==> config.mk <==
export PLATFORM = sky130hd
export DESIGN_NAME = servo_angle_frame_parser
export DESIGN_NICKNAME = d
export VERILOG_FILES = /design/src/hw/rtl/safp_pkg.sv /design/src/hw/rtl/servo_angle_frame_parser.sv /design/src/hw/rtl/safp_ram.sv
export SDC_FILE = /design/constraint.sdc
export NUM_CORES = 1
export LEC_CHECK = 0
export CAP_MARGIN = 10
export CORE_UTILIZATION = 63
export DETAILED_ROUTE_END_ITERATION = 7
export DONT_BUFFER_PORTS = 1
export GPL_TIMING_DRIVEN = 1
export MAX_ROUTING_LAYER = met4
export PLACE_DENSITY = 0.86
export SYNTH_ARGS = -nofsm -noshare
export SYNTH_HDL_FRONTEND = slang
export SYNTH_HIERARCHICAL = 1
export SYNTH_SLANG_ARGS = --single-unit
==> constraint.sdc <==
create_clock -name clk -period 8.1 [get_ports clk]
set_input_delay 1.62 -clock clk [delete_from_list [all_inputs] [get_ports clk]]
set_output_delay 1.62 -clock clk [all_outputs]
set_load 0.005 [all_outputs]
==> src/hw/rtl/safp_pkg.sv <==
`default_nettype none

package safp_pkg;

  // default number of servos tracked
  localparam int SERVO_COUNT_DFLT = 16;

  // frame layout
  localparam logic [3:0] POS_IDLE      = 4'd0;
  localparam logic [3:0] POS_FIRST     = 4'd1;
  localparam logic [3:0] POS_ID_LAST   = 4'd3;
  localparam logic [3:0] POS_MARK      = 4'd4;
  localparam logic [3:0] POS_ANG_FIRST = 4'd5;
  localparam logic [3:0] POS_ANG_LAST  = 4'd8;
  localparam logic [3:0] POS_END       = 4'd9;
  localparam logic [3:0] POS_FULL      = 4'd10;

  // frame characters
  localparam logic [7:0] CH_START = 8'h23;
  localparam logic [7:0] CH_END   = 8'h21;
  localparam logic [7:0] CH_P     = 8'h50;
  localparam logic [7:0] CH_ZERO  = 8'h30;

  // valid angle window
  localparam logic [15:0] ANGLE_MIN = 16'd500;
  localparam logic [15:0] ANGLE_MAX = 16'd2500;

  // input item codes
  localparam logic FUNC_BYTE  = 1'b0;
  localparam logic FUNC_QUERY = 1'b1;

  typedef struct packed {
    logic       func;
    logic [7:0] rx_byte;
    logic [7:0] query_id;
  } safp_in_t;

  typedef struct packed {
    logic        fresh;
    logic        angle_ok;
    logic [15:0] angle_value;
  } safp_out_t;

  typedef enum logic [1:0] {
    ST_IDLE,
    ST_READ,
    ST_HOLD
  } safp_state_t;

endpackage

`default_nettype wire

==> src/hw/rtl/servo_angle_frame_parser.sv <==
`default_nettype none

// Parses ten-byte servo reply frames '#iiiPaaaa!' from a received byte stream
// and keeps the last angle per servo in a small RAM with a fresh flag per
// servo. A '#' always restarts a frame; a frame with 'P' in its fifth byte,
// '!' as its last byte and an id below SERVO_COUNT updates that servo. A
// query transfer returns the fresh flag, a 500..2500 range check of a fresh
// angle and the angle (zero unless fresh and in range), then clears the flag.
// A received byte produces no result; a query goes through the registered
// read of the angle RAM and then the output register, which holds it while
// the output stalls. Only one item is in flight at a time.
module servo_angle_frame_parser #(
  parameter int SERVO_COUNT = safp_pkg::SERVO_COUNT_DFLT
) (
  input  wire logic                clk,
  input  wire logic                rst_n,
  input  wire logic                in_valid,
  output logic                     in_stall,
  input  wire safp_pkg::safp_in_t  in_data,
  output logic                     out_valid,
  input  wire logic                out_stall,
  output safp_pkg::safp_out_t      out_data
);

  import safp_pkg::*;

  localparam int         IDXW = (SERVO_COUNT > 1) ? $clog2(SERVO_COUNT) : 1;
  localparam logic [8:0] NUM  = 9'(SERVO_COUNT);

  safp_state_t             state_r, state_nxt;
  logic [3:0]              pos_r, pos_nxt;
  logic [7:0]              id_r, id_nxt;
  logic [15:0]             ang_r, ang_nxt;
  logic                    mark_ok_r, mark_ok_nxt;
  logic [SERVO_COUNT-1:0]  fresh_r, fresh_nxt;
  logic                    qfresh_r, qfresh_nxt;
  safp_out_t               out_r, out_nxt;

  logic                    in_xfer;
  logic [7:0]              b;
  logic [7:0]              dig8;
  logic [15:0]             dig16;
  logic [IDXW-1:0]         qidx;
  logic                    qid_ok;
  logic                    ram_we;
  logic                    ram_re;
  logic [15:0]             ram_rdata;
  logic                    in_range;

  assign in_xfer   = in_valid && !in_stall;
  assign in_stall  = (state_r != ST_IDLE);
  assign out_valid = (state_r == ST_HOLD);
  assign out_data  = out_r;

  // digit values wrap like unsigned subtraction
  assign b     = in_data.rx_byte;
  assign dig8  = b - CH_ZERO;
  assign dig16 = {8'h00, b} - {8'h00, CH_ZERO};

  assign qidx   = in_data.query_id[IDXW-1:0];
  assign qid_ok = ({1'b0, in_data.query_id} < NUM);
  assign ram_re = in_xfer && (in_data.func == FUNC_QUERY);

  assign in_range = (ram_rdata >= ANGLE_MIN) && (ram_rdata <= ANGLE_MAX);

  // angle store
  safp_ram #(
    .WIDTH (16),
    .DEPTH (SERVO_COUNT)
  ) u_angle_ram (
    .clk   (clk),
    .we    (ram_we),
    .waddr (id_r[IDXW-1:0]),
    .wdata (ang_r),
    .re    (ram_re),
    .raddr (qidx),
    .rdata (ram_rdata)
  );

  // control and frame state registers
  always_ff @(posedge clk) begin
    if (!rst_n) begin
      state_r <= ST_IDLE;
      pos_r   <= POS_IDLE;
      fresh_r <= '0;
    end else begin
      state_r <= state_nxt;
      pos_r   <= pos_nxt;
      fresh_r <= fresh_nxt;
    end
  end

  // payload registers
  always_ff @(posedge clk) begin
    id_r      <= id_nxt;
    ang_r     <= ang_nxt;
    mark_ok_r <= mark_ok_nxt;
    qfresh_r  <= qfresh_nxt;
    out_r     <= out_nxt;
  end

  // frame collection and query sequencing
  always_comb begin
    state_nxt   = state_r;
    pos_nxt     = pos_r;
    id_nxt      = id_r;
    ang_nxt     = ang_r;
    mark_ok_nxt = mark_ok_r;
    fresh_nxt   = fresh_r;
    qfresh_nxt  = qfresh_r;
    out_nxt     = out_r;
    ram_we      = 1'b0;

    case (state_r)
      ST_IDLE: begin
        if (in_xfer) begin
          if (in_data.func == FUNC_QUERY) begin
            // look up the flag now, angle arrives next cycle
            qfresh_nxt = qid_ok && fresh_r[qidx];
            if (qid_ok) begin
              fresh_nxt[qidx] = 1'b0;
            end
            state_nxt = ST_READ;
          end else if (b == CH_START) begin
            pos_nxt     = POS_FIRST;
            id_nxt      = 8'h00;
            ang_nxt     = 16'h0000;
            mark_ok_nxt = 1'b0;
          end else if ((pos_r != POS_IDLE) && (pos_r != POS_FULL)) begin
            pos_nxt = pos_r + 4'd1;
            if (pos_r <= POS_ID_LAST) begin
              id_nxt = 8'((id_r << 3) + (id_r << 1)) + dig8;
            end
            if (pos_r == POS_MARK) begin
              mark_ok_nxt = (b == CH_P);
            end
            if ((pos_r >= POS_ANG_FIRST) && (pos_r <= POS_ANG_LAST)) begin
              ang_nxt = 16'((ang_r << 3) + (ang_r << 1)) + dig16;
            end
            if ((pos_r == POS_END) && (b == CH_END)) begin
              pos_nxt = POS_IDLE;
              if (mark_ok_r && ({1'b0, id_r} < NUM)) begin
                ram_we = 1'b1;
                fresh_nxt[id_r[IDXW-1:0]] = 1'b1;
              end
            end
          end
        end
      end
      ST_READ: begin
        // build the result from the RAM read
        out_nxt.fresh       = qfresh_r;
        out_nxt.angle_ok    = qfresh_r && in_range;
        out_nxt.angle_value = (qfresh_r && in_range) ? ram_rdata : 16'h0000;
        state_nxt           = ST_HOLD;
      end
      ST_HOLD: begin
        if (!out_stall) begin
          state_nxt = ST_IDLE;
        end
      end
      default: begin
        state_nxt = ST_IDLE;
      end
    endcase
  end

endmodule

`default_nettype wire

==> src/hw/rtl/safp_ram.sv <==
`default_nettype none

module safp_ram #(
  parameter int WIDTH = 16,
  parameter int DEPTH = 16
) (
  input  wire logic                                   clk,
  input  wire logic                                   we,
  input  wire logic [(DEPTH > 1 ? $clog2(DEPTH) : 1)-1:0] waddr,
  input  wire logic [WIDTH-1:0]                       wdata,
  input  wire logic                                   re,
  input  wire logic [(DEPTH > 1 ? $clog2(DEPTH) : 1)-1:0] raddr,
  output logic      [WIDTH-1:0]                       rdata
);

  logic [WIDTH-1:0] mem [DEPTH];

  // single write port, registered read port
  always_ff @(posedge clk) begin
    if (we) begin
      mem[waddr] <= wdata;
    end
    if (re) begin
      rdata <= mem[raddr];
    end
  end

endmodule

`default_nettype wire
After elaboration in Yosys (flattened, before gate mapping). Memories as Yosys holds them, arrays and structs flattened. A register that Yosys moved wholly into a read port is not among the register bits. Cells that the tools add are included.

Register bits: 66. Bits in writable memories: 256. Input bits: 21. Output and inout bits: 20. Logic and storage cells: 109. Memories: 1.

$add $sub $neg: 7. Order comparisons: 11. Equality and inequality tests: 13. Multiplexer cells: 34. Bitwise gates (word level): 4. Reduce and logical (&&, ||, !) cells: 29.

Memory list: u_angle_ram.mem (depth 16, width 16, rd ports 1, clocked after Yosys merged registers in 1, wr ports 1, line safp_ram.sv:16) `logic [WIDTH-1:0] mem [DEPTH];`.

Operators with widths (number): 2-to-1 mux 16 bit (8); adder 16 bit (2); adder 8 bit (2); AND 16 bit (1); equality test 8 x 6 -> 1 bit, second input constant (2); >= comparator 16 x 9 -> 1 bit, second input constant (1); <= comparator 16 x 12 -> 1 bit, second input constant (1); < comparator 8 x 5 -> 1 bit, second input constant (2); 2-to-1 mux 8 bit (2); inverter 16 bit (1); OR 16 bit (1); nonzero test 2 bit (8); AND reduction 5 bit (3); 2-to-1 mux 1 bit (14); 2-to-1 mux 4 bit (3); logical AND 1 bit (11); < comparator 4 x 5 -> 1 bit, second input constant (2); subtractor 8 x 6 -> 9 bit, second input constant (1); demux 1 bit (select 4 bit) (2); equality test 8 x 7 -> 1 bit, second input constant (1); >= comparator 4 x 1 -> 1 bit, second input constant (2); inequality test 2 bit, second input constant (4); subtractor 8 x 6 -> 8 bit, second input constant (1); AND reduction 7 bit (1); other kinds (19) (22).

Logic depth before layout (Yosys ltp). Gate-level depths: netlist (run 1).

Word-level depth: 11. Mapped depth: 10. Mapped depth without buffers: 10.

Cells and area by module. Netlist (run 1), hierarchy kept.

By module, submodules not included: safp_ram (times used 1, cells an instance 432, area each 10203.5 µm²); servo_angle_frame_parser (times used 1, cells an instance 411, area each 4360.4 µm²).

Worst setup path before layout (run 1). OpenSTA, ideal clock, no wires.

Path kind: input -> register. Start: input port in_data[16] (netlist bit). End: memory u_angle_ram.mem[0][0], enable pin. Setup time: 0.409 ns. Arrival time: 4.254 ns. Required time: 7.691 ns. Path slack: 3.437 ns. Cell stages on the path: 5. Buffers on the path: 0. Path through: or4b_4 > o21bai_2 > nor3_1 > or3b_2 > nor3_1.

Longest elaborated chain between the ends: 5.

Ends and longest elaborated chain: start, declared (line servo_angle_frame_parser.sv:19) `input wire safp_pkg::safp_in_t in_data,`; 2-to-1 mux 1 bit (line servo_angle_frame_parser.sv:117) `if (in_data.func == FUNC_QUERY) begin`; 2-to-1 mux 1 bit (line servo_angle_frame_parser.sv:116) `if (in_xfer) begin`; 2-to-1 mux 1 bit (line servo_angle_frame_parser.sv:114) `case (state_r)`; via ram_we (line servo_angle_frame_parser.sv:45) `logic ram_we;`; 2-to-1 mux 1 bit (line safp_ram.sv:20) `if (we) begin`; 2-to-1 mux 1 bit (not written as such) (line safp_ram.sv:21) `mem[waddr] <= wdata;`; end, declared (line safp_ram.sv:16).

The timed path passes the listed nets, and every way through them passes these cells.

Worst setup path in the final report (run 1).
Start: input port in_data[12] (netlist bit). End: register ang_r[10] (data pin).

Longest elaborated chain between the ends: 4. Elaborated cells between the ends (all ways): 5.

Ends and longest elaborated chain: subtractor 8 x 6 -> 9 bit (line servo_angle_frame_parser.sv:58) `assign dig16 = {8'h00, b} - {8'h00, CH_ZERO};`; adder 16 bit (line servo_angle_frame_parser.sv:138) `ang_nxt = 16'((ang_r << 3) + (ang_r << 1)) + dig16;`; 2-to-1 mux 16 bit (line servo_angle_frame_parser.sv:137) `if ((pos_r >= POS_ANG_FIRST) && (pos_r <= POS_ANG_LAST)) begin`; 2-to-1 mux 16 bit (line servo_angle_frame_parser.sv:129) `end else if ((pos_r != POS_IDLE) && (pos_r != POS_FULL)) begin`; end signal, assigned (line servo_angle_frame_parser.sv:96) `ang_r <= ang_nxt;`; end, declared (line servo_angle_frame_parser.sv:33) `logic [15:0] ang_r, ang_nxt;`.

Parallel ways exist; a longest one is shown, timed or not. The select of a mux whose other input is x is not followed. A chain may end at the register's enable or synchronous reset.

==> results.yml, run 1 <==
sta:
  relSlewSlack: 0.337
  final.period_utilization: 0.465
  clock_skew_ps: 24.2
  tns_ps: 0
  hold_violations: 0
  report.final.slew_viol_count: 0
  setup_violations: 0
  rsz0062_at_grt: "false"
  worst-slew-pin-transition_ps: 989
  period_needed_ps: 3760
  fmax_ghz: 0.266
power_and_ir_drop:
  p_per_area_mw_per_mm2: 229
  vdd_ir_drop_max_mv: 0.154
  p_leak_nw: 5.37
hold_path:
  hold_depth: 2
  hold_path_class: "reg -> reg"
  holdCritStartpoint: "fresh_r[1]"
  worstHoldEndpoint: "fresh_r[1]"
worst_setup_path:
  r2r_start: "ang_r[1]"
  worst_setup_path_start_kind: "input port"
  cp-end-kind: "flop"
  criticalPathCategory: "in -> reg"
  critPathRequiredTime_ps: 8340
  reg2regPathDepth: 8
  r2r_slack_ps: 4590
  path_max_fanout: 5
  arrival_ps: 4000
  critPathSlowestCell: "a2111oi_0"
  max_stage_delay_ps: 550
  cp_top_family: "compound AO/OA/AOI/OAI gates"
  r2r-end: "ang_r[10]"
  critical_path.cell_chain: "inv_1 > ha_1 > inv_1 > fa_1 > ha_1 > a211oi_1 > o21bai_1 > a2111oi_0 > o21ai_0 > nor3b_1"
  path_buf_inv: 2
clock_tree:
  cts-buffers-inserted: 34
  clk_pin_slew_ps: 60
  hold_buffers: 0
  postCtsResizedCells: 0
  clkSinkCount: 338
  post_cts_buffers: 0
  clkLatencyLatePin_ps: 520
  cts_tree: "yes"
  clock_path_buffers: 3
  cts-root-buf: "clkbuf_16"
  htreeDepth: 2
layout:
  stdcell_count: 1181
  nNetsFinal: 942
  syn_to_final_growth_pct: 10.6
  fillerInstances: 1307
  insertedDiodeCount: 0
  stdcell_area_mm2: 0.0161
  multi_input_comb_area_mm2: 0.00441
  drive_gt1_frac: 0.169
  seqCellArea_mm2: 0.00993
global_route:
  grtUsageMet3: 0.0389
  grt_busiest_layer: "met2"
  grt_pass1_wl_um: 45400
  grt_util_met2: 0.431
  antenna_found_initial: 0
  grtUsageMet1: 0.351
  grt_pass1_vias: 7878
  grt_usage: 0.269
  grt_overflow: 0
  grt_max_degree: 76
die:
  row_count: 55
  start_util: 0.643
  die_w_um: 154
  core_mm2: 0.0226
  dieHeight_um: 154
  dieArea_mm2: 0.0237
  ios: 41
job:
  max-cap-violations: 0
synthesis:
  yosys_warnings: 6
  synth-seq-cells: 338
  ys_types: 63
  syn-mean-instance-area_um2: 17.3
  synthesis.instances: 843
  ys_async_sr_fraction: 0
  synthesis.area_mm2: 0.0146
  synthFlopType: "edfxtp_1"
  synth-edff-count: 316
  ys_seq_area_frac: 0.682
routing:
  post_drt_wl_per_cell_um: 25.0
  drc: 0
  drt_iter0_drc: 754
  ant_nets: 0
  drt_wl_total_um: 29600
  viasPerCell: 6.71
  drtPass1Iterations: 5
  num_vias: 7928
placement:
  dpl.hpwl_um: 17700
  place_congestion: 0.817
  port_buffers: 0
  postPlaceCellArea_mm2: 0.0149
  dp.cells: 1118
status:
  status: "finished clean"
-- worst max-delay path by stage --
| stage | start | depth (start not counted) | endpoint |
|---|---|---|---|
| after global routing | in_data[12] | 10 | ang_r[10] |
| after global placement | in_data[12] | 10 | ang_r[10] |
| after CTS | in_data[12] | 10 | ang_r[10] |
| after detailed placement | in_data[12] | 10 | ang_r[10] |
| after floorplan | in_data[16] | 5 | u_angle_ram/mem[0][0] |
| final | in_data[12] | 10 | ang_r[10] |
-- cell type report --
class	count	area share
clock buffers	41	0.0570
well taps	285	0.0221
repair buffers	22	0.0102
flip-flops and latches	338	0.616
inverters	19	0.00443
clock inverters	21	0.0160
multi-input cells	455	0.274
-- cell usage in the layout (no fill, tap or decap), types with 10 or more instances in the layout --
cell,count
a21oi_1,23
nand2_1,39
edfxtp_1,316
mux4_2,59
ha_1,33
nand3_1,13
and2_1,22
clkbuf_16,35
buf_4,22
inv_1,19
fa_1,18
o21ai_1,14
mux4_1,10
dfxtp_1,22
nor2_1,51
a22oi_1,33
-- registers in the layout, indices dropped and copies added, names as in the netlist --
name               flops
u_angle_ram/mem      256
ang_r                 16
qfresh_r               1
u_angle_ram/rdata     16
state_r                2
fresh_r               16
pos_r                  4
id_r                   8
mark_ok_r              1
out_data              18
-- synthesized netlist by cell type (14+ instances only) --
cell type,count,area share
a21oi_1,23,0.0079
a22oi_1,33,0.017
and2_1,22,0.0095
clkbuf_1,17,0.0044
dfxtp_1,22,0.030
edfxtp_1,316,0.65
fa_1,18,0.025
ha_1,33,0.028
inv_1,19,0.0049
mux4_2,59,0.091
nand2_1,39,0.010
nor2_1,51,0.013
o21ai_1,14,0.0048
-- power breakdown --
group	switching [W]	total, W	internal (W)
logic	0.0000742	0.000149	0.0000745
clock network	0.000653	0.00163	0.000977
registers	0.00000509	0.00190	0.00190
total	0.000732	0.00368	0.00295
-- per-layer routing --
layer	routed length, um	part of all wire
met5	0	0
met1	11200	0.38
met2	14900	0.50
met3	2400	0.081
met4	1080	0.036
-- kinds of logic (layout without fill, tap and decap cells) --
family,Yosys count,count (layout),share of synthesized area
buf+inv,53,103,0.0185
simple gates,191,191,0.0698
flops,338,338,0.682
xor+xnor,14,14,0.00842
mux,73,73,0.112
other cells,1,4,0.000257
compound gates,122,122,0.0562
fa+ha+maj,51,51,0.0531
-- tightest hold or removal path, stage by stage, from the launching register on --
cell and delay [ps]:
dfxtp_1 320, nand2_1 50, a21oi_1 50
-- stage by stage --
step	util	worst slack, ps	hold slack (ps)	total power, W
after floorplan	-	3440	426	0.00207
after global placement	0.659	3900	442	0.00208
after detailed placement	0.659	3850	447	0.00209
after CTS	0.711	4400	464	0.00370
after global routing	0.712	4170	475	0.00377
final	0.712	4340	469	0.00368
Power figures use the tool's default switching activity.
==> run 2, diff against run 1 <==
--- a/config.mk
+++ b/config.mk
@@ -5,6 +5,7 @@
 export SDC_FILE = /design/constraint.sdc
 export NUM_CORES = 1
 export LEC_CHECK = 0
+export ABC_AREA = 1
 export CAP_MARGIN = 10
 export CORE_UTILIZATION = 63
 export DETAILED_ROUTE_END_ITERATION = 7
==> constraint.sdc (replaced) <==
create_clock -name clk -period 3.6 [get_ports clk]
set_input_delay 0.72 -clock clk [delete_from_list [all_inputs] [get_ports clk]]
set_output_delay 0.72 -clock clk [all_outputs]
set_load 0.005 [all_outputs]
==> run 2 against run 1 <==
Effect of this change:
- final area increased by 12%
- synthesized cell count increased by 110%
- via count increased by 54%
- first-iteration DRC count increased by 110%
- area after synthesis increased by 14%
==> results.yml, run 2 <==
die:
  die_w_um: 164
  core_mm2: 0.0255
  row_count: 58
  dieHeight_um: 164
  ios: 41
  dieArea_mm2: 0.0269
  start_util: 0.649
clock_tree:
  clkLatencyLatePin_ps: 520
  cts_tree: "yes"
  hold_buffers: 0
  post_cts_buffers: 0
  cts-buffers-inserted: 36
  postCtsResizedCells: 0
  clk_pin_slew_ps: 60
  clock_path_buffers: 3
  htreeDepth: 2
  clkSinkCount: 338
  cts-root-buf: "clkbuf_16"
job:
  max-cap-violations: 0
sta:
  relSlewSlack: 0.395
  clock_skew_ps: 21.7
  tns_ps: 0
  final.period_utilization: 0.849
  setup_violations: 0
  period_needed_ps: 3060
  worst-slew-pin-transition_ps: 899
  report.final.slew_viol_count: 0
  rsz0062_at_grt: "false"
  fmax_ghz: 0.327
  hold_violations: 0
layout:
  nNetsFinal: 1819
  syn_to_final_growth_pct: 8.86
  final_common_cell: "nand2_1"
  insertedDiodeCount: 0
  largest_reg_flops: 256
  mostFrequentLayoutCells: "nand2_1 (505), edfxtp_1 (316), inv_1 (296)"
  fin_util: 0.706
  top_register: "u_angle_ram/mem"
  drive_gt1_frac: 0.0682
synthesis:
  syn-mean-instance-area_um2: 9.54
  synthesis.area_mm2: 0.0165
  ys_seq_area_frac: 0.601
  yosys_warnings: 6
  synth_largest_area_cell: "edfxtp_1"
  ys_async_sr_fraction: 0
  synth-edff-count: 316
  synthesis.instances: 1732
  synthFlopType: "edfxtp_1"
  synth_top_area_share: 0.574
  synthTopCellsByArea: "edfxtp_1 (57%), nand2_1 (11%), inv_1 (6.7%)"
  synth-seq-cells: 338
  synth_commonest_cells: "nand2_1 (505), edfxtp_1 (316), inv_1 (296)"
  yosysMostFrequentCell: "nand2_1"
  ys_types: 37
power_and_ir_drop:
  p_per_area_mw_per_mm2: 457
  p_leak_nw: 8.06
  total_power_w: 0.00822
  vdd_ir_drop_max_mv: 0.463
worst_setup_path:
  cp-end-kind: "flop"
  max_stage_delay_ps: 690
  critical_path.cell_chain: "ha_1 > nand2_1 > nor2_1 > nand2_1 > nor2_4 > inv_1 > nor4_1 > nand3b_1 > nor2_1 > buf_4"
  critPathRequiredTime_ps: 3790
  path_max_fanout: 15
  arrival_ps: 3240
  worst_setup_path_start_kind: "flop"
  critPathSlowestCell: "nor4_1"
  criticalPathCategory: "reg -> reg"
routing:
  drt_wl_total_um: 39300
  post_drt_wl_per_cell_um: 18.7
  drtPass1Iterations: 6
  ant_nets: 0
  viasPerCell: 5.82
  drc: 0
  drt_iter0_drc: 1602
  num_vias: 12200
placement:
  place_congestion: 0.861
  dpl.hpwl_um: 23900
  port_buffers: 0
hold_path:
  hold_path_class: "in -> reg"
global_route:
  antenna_found_initial: 0
  grt_pass1_wl_um: 60200
  grt_overflow: 0
  grt_pass1_vias: 11800
  grt_max_degree: 134
  grt_usage: 0.305
status:
  status: "finished clean"
==> run 2: cell count changes in the layout (fill, tap and decap cells not counted), moves of 33 or more <==
cell / delta
a22oi_1: -33
inv_1: +277
mux4_2: -59
nand2_1: +466
nand3_1: +200
nor2_1: +60
o21ai_0: +38
==> run 2: cell families (layout without fill, tap and decap cells) <==
logic type | after synthesis | count (layout) | synth area share
buffers and inverters | 367 | 405 | 0.0926
flip-flops | 338 | 338 | 0.601
adder cells (fa/ha/maj) | 51 | 51 | 0.0468
other | 1 | 4 | 0.000227
XOR/XNOR | 7 | 7 | 0.00371
AND/OR/NAND/NOR | 870 | 870 | 0.226
AO/OA/AOI/OAI | 98 | 98 | 0.0304
==> run 2: area by class of cell <==
cell class,instances,area (um2)
clock buffers,43,970
flip-flops and latches,338,9930
multi-input cells,1030,5090
clock inverters,21,133
well taps,330,413
repair buffers,38,323
inverters,303,1140
fillers,1681,7480
==> run 2: final timing paths <==
kind | cells past startpoint | endpoint | startpoint | slack [ps]
worst min register to register | 0 | out_data[17] | qfresh_r | 530
worst max-delay path | 10 | u_angle_ram/mem[7][4] | pos_r[0] | 540
worst min-delay path | 2 | pos_r[3] | rst_n | 320
worst max register to register | 10 | u_angle_ram/mem[7][4] | pos_r[0] | 540
==> run 2: stage by stage <==
stage / instances / hold WS [ps] / setup WS (ps) / cell area (um2)
2_1_floorplan: 1735 / 427 / 159 / 16500
3_3_place_gp: 2039 / 517 / 513 / 16900
5_1_grt: 2103 / 310 / 453 / 18000
6_report: 2103 / 317 / 544 / 18000
4_1_cts: 2103 / 306 / 580 / 18000
3_5_place_dp: 2039 / 521 / 353 / 16900
==> run 2: where the power goes <==
group	switching (W)	internal [W]
Combinational	0.000299	0.000156
Clock	0.00149	0.00199
Sequential	0.00000939	0.00427
==> run 2: critical path: cells and delay by family, from the launching register on <==
kind / cells / cell delay, ps
DFF: 1 / 440
adders and majority gates: 1 / 220
buffers and inverters: 2 / 410
and+or+nand+nor: 7 / 1650
==> run 2: metal layers <==
metal | track usage | vias to the layer above | share of wire
met5 | - | - | 0
met4 | 0.102 | 0 | 0.027
met3 | 0.0563 | 116 | 0.10
met2 | 0.510 | 716 | 0.50
met1 | 0.374 | 5800 | 0.37
li1 | - | 5603 | -
==> run 3, diff against run 2 <==
--- a/config.mk
+++ b/config.mk
@@ -5,7 +5,7 @@
 export SDC_FILE = /design/constraint.sdc
 export NUM_CORES = 1
 export LEC_CHECK = 0
-export ABC_AREA = 1
+export ABC_AREA = 0
 export CAP_MARGIN = 10
 export CORE_UTILIZATION = 63
 export DETAILED_ROUTE_END_ITERATION = 7
==> constraint.sdc (replaced) <==
create_clock -name clk -period 3 [get_ports clk]
set_input_delay 0.6 -clock clk [delete_from_list [all_inputs] [get_ports clk]]
set_output_delay 0.6 -clock clk [all_outputs]
set_load 0.005 [all_outputs]
==> run 3 against run 2 <==
Effect of this change:
- clock-buffer cell count unchanged
- clock skew grew 7.9 ps
- via count shrank 34%
- global-route usage shrank 3.0 points
- clock power up 10%
- power grew 15%
- routed wire length down 23%
- sequential power increased by 20%
- combinational power down 3%
- register-to-register slack got worse by 510 ps
- critical path type unchanged
- largest cell class unchanged
- highest routed layer unchanged
==> results.yml, run 3 (synthesis results as in run 1) <==
status:
  status: "finished clean"
clock_tree:
  clkSinkCount: 338
  cts-buffers-inserted: 34
  cts-root-buf: "clkbuf_16"
  cts_tree: "yes"
  hold_buffers: 0
  postCtsResizedCells: 0
  clk_pin_slew_ps: 60
  htreeDepth: 2
  post_cts_buffers: 0
  clock_path_buffers: 3
  clkLatencyLatePin_ps: 530
die:
  row_count: 55
  dieHeight_um: 154
  ios: 41
  die_w_um: 154
  dieArea_mm2: 0.0237
  core_mm2: 0.0226
  start_util: 0.643
job:
  max-cap-violations: 0
global_route:
  grt_pass1_wl_um: 46500
  grt_usage: 0.275
  antenna_found_initial: 0
  grt_max_degree: 76
  grt_overflow: 0
  grt_pass1_vias: 8156
layout:
  insertedDiodeCount: 0
  fillerInstances: 1232
  largest_reg_flops: 256
  fin_util: 0.727
  syn_to_final_growth_pct: 13.0
  multi_input_comb_area_mm2: 0.00450
  final_common_cell: "edfxtp_1"
  nNetsFinal: 990
  seqCellArea_mm2: 0.00993
  top_register: "u_angle_ram/mem"
  drive_gt1_frac: 0.213
  mostFrequentLayoutCells: "edfxtp_1 (316), buf_4 (62), mux4_2 (59)"
worst_setup_path:
  r2r-end: "u_angle_ram/mem[1][1]"
  startpoint: "id_r[6]"
  cp_top_family: "simple AND/OR/NAND/NOR gates"
  path_buf_inv: 2
  cp-end-kind: "flop"
  worst-path-stages: 7
  cpMostUsedCell: "buf_4"
  path_max_fanout: 8
  arrival_ps: 3170
  reg2regPathDepth: 7
  crit_end: "u_angle_ram/mem[1][1]"
  r2r_slack_ps: 40
  critPathRequiredTime_ps: 3210
  criticalPathCategory: "reg -> reg"
  r2r_start: "id_r[6]"
  max_stage_delay_ps: 550
  worst_setup_path_start_kind: "flop"
  critical_path.cell_chain: "or4b_1 > a211o_1 > nor3_1 > buf_4 > or3b_2 > nor2_1 > buf_4"
  critPathSlowestCell: "or4b_1"
sta:
  fin_ws_ps: 37.6
  final.period_utilization: 0.987
  worst-slew-pin-transition_ps: 902
  relSlewSlack: 0.396
  clock_skew_ps: 29.6
  holdWs_ps: 204
  report.final.slew_viol_count: 0
  period_needed_ps: 2960
  rsz0062_at_grt: "true"
  hold_violations: 0
  tns_ps: 0
  fmax_ghz: 0.338
  setup_violations: 0
routing:
  viasPerCell: 6.61
  ant_nets: 0
  drc: 0
  drt_iter0_drc: 895
  num_vias: 8102
  drtPass1Iterations: 7
  post_drt_wl_per_cell_um: 24.7
  drt_wl_total_um: 30200
power_and_ir_drop:
  p_per_area_mw_per_mm2: 572
  vdd_ir_drop_max_mv: 0.383
  total_power_w: 0.00941
  p_leak_nw: 5.55
placement:
  dpl.hpwl_um: 18900
  place_congestion: 0.871
  port_buffers: 0
  preCtsSetupSlack_ps: -87.7
hold_path:
  hold_path_class: "in -> reg"
[run 3: cell types whose count changed in the layout (fill, tap and decap cells not counted), sizes merged, moves of 32 or more]
cell,before,now
inv,302,21
nor2,116,51
nand2,507,39
nand3,231,14
a22oi,0,33
mux4,0,69
buf,38,70
[run 3: per-layer routing]
layer	part of all wire	vias to the layer above	track usage
met5	0	-	-
met4	0.024	0	0.0886
li1	-	3505	-
met3	0.080	65	0.0395
met1	0.38	4100	0.358
met2	0.51	432	0.452
[run 3: report_power, final]
group | switching [W] | total [W] | internal (W)
registers | 0.0000138 | 0.00514 | 0.00513
clock network | 0.00167 | 0.00383 | 0.00216
logic | 0.000211 | 0.000440 | 0.000229
total | 0.00190 | 0.00941 | 0.00751
[run 3: area by class of cell]
class | count | share of cell area
Inverter | 19 | 0.00433
Timing Repair Buffer | 70 | 0.0369
Multi-Input combinational cell | 455 | 0.273
Tap cell | 285 | 0.0217
Sequential cell | 338 | 0.603
Clock inverter | 15 | 0.00524
Clock buffer | 43 | 0.0556
[run 3: metrics by stage]
stage | cell area, um2 | instances
after floorplan | 14700 | 846
after global routing | 16500 | 1225
after detailed placement | 15400 | 1167
after CTS | 16400 | 1225
after global placement | 15400 | 1167
final | 16500 | 1225
[run 3: worst min-delay path by stage]
stage,from,to,slack (ps),cells past startpoint
2_1_floorplan,qfresh_r,out_data[17],430,0
3_3_place_gp,fresh_r[1],fresh_r[1],440,2
3_5_place_dp,fresh_r[0],fresh_r[0],450,2
4_1_cts,rst_n,state_r[1],190,1
5_1_grt,rst_n,state_r[0],210,1
6_report,rst_n,state_r[1],200,1
[run 3: worst reg2reg max path, stage by stage (launching register included)]
cell	delay (ps)
edfxtp_1	410
or4b_1	550
a211o_1	350
nor3_1	210
buf_4	180
or3b_2	540
nor2_1	200
buf_4	230
